<file path="src/design/cpbf_pkg.sv">
// constants, state type and tag struct shared by the closest pair search block
`timescale 1ns / 1ps

package cpbf_pkg;

  localparam int MAX_POINTS  = 1024;
  localparam int COORD_WIDTH = 16;
  localparam int IDX_W       = $clog2(MAX_POINTS);
  localparam int CNT_W       = $clog2(MAX_POINTS + 1);
  localparam int SQ_W        = 2 * COORD_WIDTH;
  localparam int DIST_W      = 2 * COORD_WIDTH + 1;
  localparam int OUT_DIST_W  = 33;
  localparam int INDEX_W     = 10;
  localparam int PAIR_W      = 19;

  typedef enum logic [2:0] {
    S_IDLE,
    S_ISSUE_I,
    S_ISSUE_J,
    S_DRAIN,
    S_DONE
  } cpbf_state_t;

  typedef struct packed {
    logic             valid;
    logic [IDX_W-1:0] i;
    logic [IDX_W-1:0] j;
  } cpbf_tag_t;

endpackage

</file>
<file path="src/design/cpbf_dist.sv">
// pipelined squared distance unit shared by every pair of the search
`timescale 1ns / 1ps

module cpbf_dist (
  input  logic                                clk,
  input  logic                                rst_n,
  input  cpbf_pkg::cpbf_tag_t                 in_tag,
  input  logic [cpbf_pkg::COORD_WIDTH-1:0]    ax,
  input  logic [cpbf_pkg::COORD_WIDTH-1:0]    ay,
  input  logic [cpbf_pkg::COORD_WIDTH-1:0]    bx,
  input  logic [cpbf_pkg::COORD_WIDTH-1:0]    by,
  output cpbf_pkg::cpbf_tag_t                 out_tag,
  output logic [cpbf_pkg::DIST_W-1:0]         sq_dist,
  output logic                                busy
);
  import cpbf_pkg::*;

  logic signed [COORD_WIDTH:0] dx, dy;
  logic [COORD_WIDTH:0]        adx, ady;
  logic [COORD_WIDTH-1:0]      abs_x_r, abs_y_r;
  logic [SQ_W-1:0]             sq_x_r, sq_y_r;
  logic [DIST_W-1:0]           dist_r;
  cpbf_tag_t                   tag1_r, tag2_r, tag3_r;

  assign dx  = $signed({ax[COORD_WIDTH-1], ax}) - $signed({bx[COORD_WIDTH-1], bx});
  assign dy  = $signed({ay[COORD_WIDTH-1], ay}) - $signed({by[COORD_WIDTH-1], by});
  assign adx = dx[COORD_WIDTH] ? (COORD_WIDTH + 1)'(-dx) : dx;
  assign ady = dy[COORD_WIDTH] ? (COORD_WIDTH + 1)'(-dy) : dy;

  always_ff @(posedge clk) begin
    if (!rst_n) begin
      tag1_r.valid <= 1'b0;
      tag2_r.valid <= 1'b0;
      tag3_r.valid <= 1'b0;
    end else begin
      tag1_r.valid <= in_tag.valid;
      tag2_r.valid <= tag1_r.valid;
      tag3_r.valid <= tag2_r.valid;
    end
  end

  always_ff @(posedge clk) begin
    tag1_r.i <= in_tag.i;
    tag1_r.j <= in_tag.j;
    tag2_r.i <= tag1_r.i;
    tag2_r.j <= tag1_r.j;
    tag3_r.i <= tag2_r.i;
    tag3_r.j <= tag2_r.j;
    abs_x_r  <= adx[COORD_WIDTH-1:0];
    abs_y_r  <= ady[COORD_WIDTH-1:0];
    sq_x_r   <= abs_x_r * abs_x_r;
    sq_y_r   <= abs_y_r * abs_y_r;
    dist_r   <= {1'b0, sq_x_r} + {1'b0, sq_y_r};
  end

  assign out_tag = tag3_r;
  assign sq_dist = dist_r;
  assign busy    = tag1_r.valid | tag2_r.valid | tag3_r.valid;

endmodule

</file>
<file path="config.mk">
export PLATFORM = sky130hd
export DESIGN_NAME = cpbf_dist
export DESIGN_NICKNAME = d
export VERILOG_FILES = /design/src/design/cpbf_pkg.sv /design/src/design/cpbf_dist.sv
export SDC_FILE = /design/constraint.sdc
export NUM_CORES = 1
export LEC_CHECK = 0
export ABC_AREA = 1
export BUFFER_PORTS_ARGS = -buffer_cell sky130_fd_sc_hd__buf_4
export CORE_ASPECT_RATIO = 0.7
export CORE_UTILIZATION = 55
export DETAILED_ROUTE_END_ITERATION = 10
export HOLD_SLACK_MARGIN = 0.12
export PLACE_DENSITY_LB_ADDON = 0.25
export SLEW_MARGIN = 10
export SYNTH_ARGS = -nofsm -noshare
export SYNTH_HDL_FRONTEND = slang
export SYNTH_SLANG_ARGS = --single-unit
export TNS_END_PERCENT = 50
</file>
<file path="constraint.sdc">
create_clock -name clk -period 16.1 [get_ports clk]
set_input_delay 0.805 -clock clk [delete_from_list [all_inputs] [get_ports clk]]
set_output_delay 0.805 -clock clk [all_outputs]
set_load 0.02 [all_outputs]
</file>
; Yosys cells after proc, flatten, opt, wreduce, memory -nomap -nowiden
; Index checks and enable logic that the tools add are counted.
[word_totals]
word_cells = 25
regBits = 192
inputBits = 87
[classes]
multipliers = 2
add_sub_neg = 5
n_mux = 2
n_bitwise = 2
[ops]
columns = operator, count
row1 = multiplier 16 x 16 -> 32 bit, 2
row2 = subtractor 16 x 16 -> 17 bit, 2
row3 = adder 32 x 32 -> 33 bit, 1
row4 = two-way mux 16 bit, 2
row5 = negation 16 bit, 2
row6 = bitwise OR 1 bit, 2

; Depth between registers and ports, before layout
[depth]
ltp_word = 3
depth_mapped = 28

; Worst setup path before layout
; OpenSTA, ideal clock, no wires.
[synth_path]
path_type = reg2reg
from = reg abs_y_r[11]
to = reg sq_y_r[29]
required_time_ps = 15988
setup_time_ps = 112
setup_slack_ps = 10669
t_arrival_ps = 5319
synth_period_minus_slack_ps = 5431
path_stages_with_launch = 24
n_path_buf = 2
path_cell_list = dfxtp_1 clkbuf_1 clkbuf_1 nand2_1 fa_1 fa_1 inv_1 fa_1 fa_1 fa_1 inv_1 fa_1 inv_1 ha_1 a21o_1 a31oi_1 nand2_1 nand2_1 nand3_1 a21o_1 nand2_1 nand2_1 nand2_1 nand2_1
[synth_via]
elab_chain_len = 1
[synth_lines]
columns = element, line_no
row1 = start: declaration, cpbf_dist.sv:20  ; logic [COORD_WIDTH-1:0] abs_x_r, abs_y_r;
row2 = start signal: assignment, cpbf_dist.sv:50  ; abs_y_r <= ady[COORD_WIDTH-1:0];
row3 = multiplier 16 x 16 -> 32 bit, cpbf_dist.sv:52  ; sq_y_r <= abs_y_r * abs_y_r;
row4 = end signal: assignment, cpbf_dist.sv:52
row5 = end: declaration, cpbf_dist.sv:21  ; logic [SQ_W-1:0] sq_x_r, sq_y_r;
; No other way between the ends.
; A chain may end at the register's enable or synchronous reset.

; Worst setup path in the final report
[layout_path]
from = reg abs_x_r[6]
to = reg sq_x_r[29]
[layout_via]
elab_chain_len = 1
[layout_lines]
columns = element, line_no
row1 = start: declaration, cpbf_dist.sv:20
row2 = start signal: assignment, cpbf_dist.sv:49  ; abs_x_r <= adx[COORD_WIDTH-1:0];
row3 = multiplier 16 x 16 -> 32 bit, cpbf_dist.sv:51  ; sq_x_r <= abs_x_r * abs_x_r;
row4 = end signal: assignment, cpbf_dist.sv:51
row5 = end: declaration, cpbf_dist.sv:21
; No other way between the ends.

==> results.json <==
{
  "run_status": "finished, final reports clean",
  "post-route-min-period_ns": 6.18,
  "max_clock_freq_mhz": 162,
  "n_fill_cell": 3696,
  "final_max_slew_viol_count": 0,
  "antenna_violations_before_repair": 0,
  "cts_buffers": 17,
  "clk-insertion-delay-late_ns": 0.48,
  "library_cell_appearing_most_often_on_the_critical_path": "sky130_fd_sc_hd__fa_1",
  "design.die.area_um2": 42600,
  "timing.critical_path.fanout_max": 16,
  "timing.slew.headroom": 0.446,
  "pin_count_of_the_biggest_net_entering_global_routing": 19,
  "port_buffers": 141,
  "postCtsHoldBufs": 0,
  "critical_path.startpoint_type": "register",
  "syn-instance-count": 2869,
  "drive_above_1_share": 0.0745,
  "core_area_um2": 41100,
  "synthArstFlopShare": 0,
  "maxCapViolations": 0,
  "final_core_area_utilization": 0.609,
  "critPathBufInv": 3,
  "die-height_um": 173,
  "critical_path.top_delay_family": "adder cells",
  "routed_wire_length_per_instance_um": 14.6,
  "clock_pin_slew_on_the_worst_setup_and_hold_paths_ns": 0.07,
  "dr.first_iter.drc_count": 1350,
  "wire_length_of_the_first_global_routing_pass_um": 88300,
  "initial_core_util": 0.559,
  "seq_area_frac_synth": 0.166,
  "syn-cell-area_um2": 23000,
  "grt_pass1_vias": 18400,
  "layout-area-overhead-vs-synth_pct": 8.98,
  "cts.repair.resized": 0,
  "post-route-drc-count": 0,
  "synth_edf_count": 0,
  "worst-slew-pin-transition_ns": 0.830,
  "number_of_antenna_violating_nets_in_the_routed_design": 0,
  "yosys_warnings": 0,
  "cts_buffer_depth": 2,
  "rsz0062_at_grt": "false",
  "crit_path_cell_chain": "nand2_1 -> fa_1 -> inv_1 -> fa_1 -> fa_1 -> fa_1 -> fa_1 -> inv_1 -> fa_1 -> inv_1 -> ha_1 -> nand2_1 -> nor4_1 -> nand4_1 -> nand3_1 -> a21oi_1 -> xor2_1",
  "worstHoldPathType": "register to register",
  "first_pass_iteration_count_of_the_detailed_router": 6,
  "final_min_period_over_clock_period": 0.384,
  "end_kind": "register",
  "top_level_ports": 142,
  "dp_hpwl_um": 44600,
  "routed-via-count": 18000,
  "cts.repair_timing.setup_buffer_count": 0,
  "grt_util_all_layers": 0.259,
  "critical_path.max_stage_delay_ns": 0.83,
  "synth.ff_latch_count": 190,
  "routed_via_density": 5.11,
  "cts.htree.levels": 4,
  "cts-root-buf": "sky130_fd_sc_hd__clkbuf_16",
  "design.final.nets": 3644,
  "setup_tns_ns": 0,
  "critical_path_required_ns": 16.45,
  "standard_cell_rows": 62,
  "gpl.final_weighted_congestion": 0.946,
  "timing.critical_path.slowest_stage_cell": "sky130_fd_sc_hd__dfxtp_1",
  "finClkSkew_ns": 0.0215,
  "route.final.wire_length_um": 51600,
  "final-setup-viol-count": 0,
  "worst-endpoint-arrival_ns": 6.53,
  "worstSetupPathType": "register to register",
  "synth_nets": 3547,
  "grt_overflow_total": 0,
  "clock_tree_from_tritoncts": "done",
  "die_w_um": 246,
  "synthDistinctLibCells": 47,
  "finalHoldViolCount": 0,
  "ys.flop_type": "sky130_fd_sc_hd__dfxtp_1",
  "clkSinkCount": 190,
  "avgSynthCellArea_um2": 8.01
}
-- per-layer routing --
metal  wire length [um]  up-vias  GRT usage
li1                   -     8729          -
met1              25300     8639      0.398
met2              21400      584      0.375
met3               4250       50     0.0475
met4                692        0     0.0574
met5                  0        -          0
-- cells by family after synthesis --
kind of cell / Yosys count / share of synthesized area
AO/OA/AOI/OAI: 236 / 0.0590
adder cells (fa/ha/maj): 591 / 0.428
AND/OR/NAND/NOR: 894 / 0.161
flip-flops: 190 / 0.166
XOR/XNOR: 129 / 0.0498
buffers and inverters: 829 / 0.136
-- worst paths after layout --
kind	slack, ns	start	cells past startpoint	end
setup reg to reg	9.92	abs_x_r[6]	17	sq_x_r[29]
hold reg to reg	0.33	tag2_r[19]	0	out_tag[19]
hold / removal	0.33	tag2_r[19]	0	out_tag[19]
setup / recovery	9.92	abs_x_r[6]	17	sq_x_r[29]
-- synth_stat cells (2+ instances only) --
cell,count,area share
sky130_fd_sc_hd__xor2_1,91,0.035
sky130_fd_sc_hd__a21boi_0,2,0.00065
sky130_fd_sc_hd__a21o_1,23,0.0075
sky130_fd_sc_hd__o211ai_1,4,0.0013
sky130_fd_sc_hd__a21oi_1,113,0.025
sky130_fd_sc_hd__nor3_1,21,0.0046
sky130_fd_sc_hd__a211oi_1,5,0.0016
sky130_fd_sc_hd__and2_1,2,0.00054
sky130_fd_sc_hd__nor4_1,5,0.0014
sky130_fd_sc_hd__nand3b_1,6,0.0020
sky130_fd_sc_hd__a31oi_1,13,0.0035
sky130_fd_sc_hd__o21a_1,2,0.00065
sky130_fd_sc_hd__or2_2,3,0.00082
sky130_fd_sc_hd__nand3_2,4,0.0017
sky130_fd_sc_hd__fa_1,326,0.28
sky130_fd_sc_hd__o31ai_1,2,0.00065
sky130_fd_sc_hd__clkbuf_1,62,0.010
sky130_fd_sc_hd__o21ai_0,45,0.0098
sky130_fd_sc_hd__dfxtp_1,190,0.17
sky130_fd_sc_hd__xnor2_1,36,0.014
sky130_fd_sc_hd__nor2_1,134,0.022
sky130_fd_sc_hd__a221oi_1,3,0.0011
sky130_fd_sc_hd__ha_1,265,0.14
sky130_fd_sc_hd__a31o_2,2,0.00076
sky130_fd_sc_hd__o21bai_1,7,0.0023
sky130_fd_sc_hd__a21oi_2,4,0.0015
sky130_fd_sc_hd__nand2_2,16,0.0044
sky130_fd_sc_hd__nand3_1,69,0.015
sky130_fd_sc_hd__a21boi_1,2,0.00065
sky130_fd_sc_hd__inv_2,2,0.00033
sky130_fd_sc_hd__nand2_1,599,0.098
sky130_fd_sc_hd__o21ai_1,7,0.0015
sky130_fd_sc_hd__nand4_1,17,0.0046
sky130_fd_sc_hd__nor2_2,10,0.0027
sky130_fd_sc_hd__nor2_4,2,0.00098
sky130_fd_sc_hd__nand2_4,2,0.00098
sky130_fd_sc_hd__inv_1,763,0.12
-- placed cells by master (no fill, tap or decap), types with 13 or more instances in the layout --
master	instances
sky130_fd_sc_hd__a21o_1	23
sky130_fd_sc_hd__a21oi_1	113
sky130_fd_sc_hd__a31oi_1	13
sky130_fd_sc_hd__buf_4	142
sky130_fd_sc_hd__clkbuf_16	17
sky130_fd_sc_hd__dfxtp_1	190
sky130_fd_sc_hd__fa_1	326
sky130_fd_sc_hd__ha_1	265
sky130_fd_sc_hd__inv_1	763
sky130_fd_sc_hd__nand2_1	599
sky130_fd_sc_hd__nand2_2	16
sky130_fd_sc_hd__nand3_1	69
sky130_fd_sc_hd__nand4_1	17
sky130_fd_sc_hd__nor2_1	134
sky130_fd_sc_hd__nor3_1	21
sky130_fd_sc_hd__o21ai_0	45
sky130_fd_sc_hd__xnor2_1	36
sky130_fd_sc_hd__xor2_1	91
-- sequential cells by signal (all words and copies together), names as in the netlist --
signal	cells
abs_y_r	16
tag1_r	21
out_tag	21
abs_x_r	16
tag2_r	21
sq_dist	33
sq_x_r	31
sq_y_r	31
-- worst register-to-register path: stages, from the launching register on --
cell and delay, ns:
sky130_fd_sc_hd__dfxtp_1 0.83, sky130_fd_sc_hd__nand2_1 0.24, sky130_fd_sc_hd__fa_1 0.58, sky130_fd_sc_hd__inv_1 0.05
sky130_fd_sc_hd__fa_1 0.53, sky130_fd_sc_hd__fa_1 0.45, sky130_fd_sc_hd__fa_1 0.46, sky130_fd_sc_hd__fa_1 0.51
sky130_fd_sc_hd__inv_1 0.05, sky130_fd_sc_hd__fa_1 0.47, sky130_fd_sc_hd__inv_1 0.04, sky130_fd_sc_hd__ha_1 0.33
sky130_fd_sc_hd__nand2_1 0.16, sky130_fd_sc_hd__nor4_1 0.55, sky130_fd_sc_hd__nand4_1 0.19, sky130_fd_sc_hd__nand3_1 0.33
sky130_fd_sc_hd__a21oi_1 0.15, sky130_fd_sc_hd__xor2_1 0.16
-- cell type report --
cell class / count / area [um2] / area share
multi-input combinational: 1850 / 16000 / 0.641
sequential: 190 / 3800 / 0.152
inverter: 765 / 2870 / 0.115
timing repair buffer: 142 / 1070 / 0.0426
tap: 544 / 681 / 0.0272
clock buffer: 20 / 447 / 0.0178
clock inverter: 12 / 119 / 0.00475
antenna: 1 / 2.50 / 0.000100
-- per-stage QoR --
stage	setup WS (ns)	area [um2]	instances	hold WS, ns
CTS	10.06	25000	3523	0.328
finish	9.92	25000	3524	0.327
global placement	10.08	24500	3491	0.310
global route	9.63	25000	3523	0.332
floorplan	10.67	23000	2869	0.310
detailed placement	10.09	24500	3491	0.312
Power is left out: the tool's default activity adds up to more than one toggle a clock period on the data nets, which glitch-free logic cannot reach.
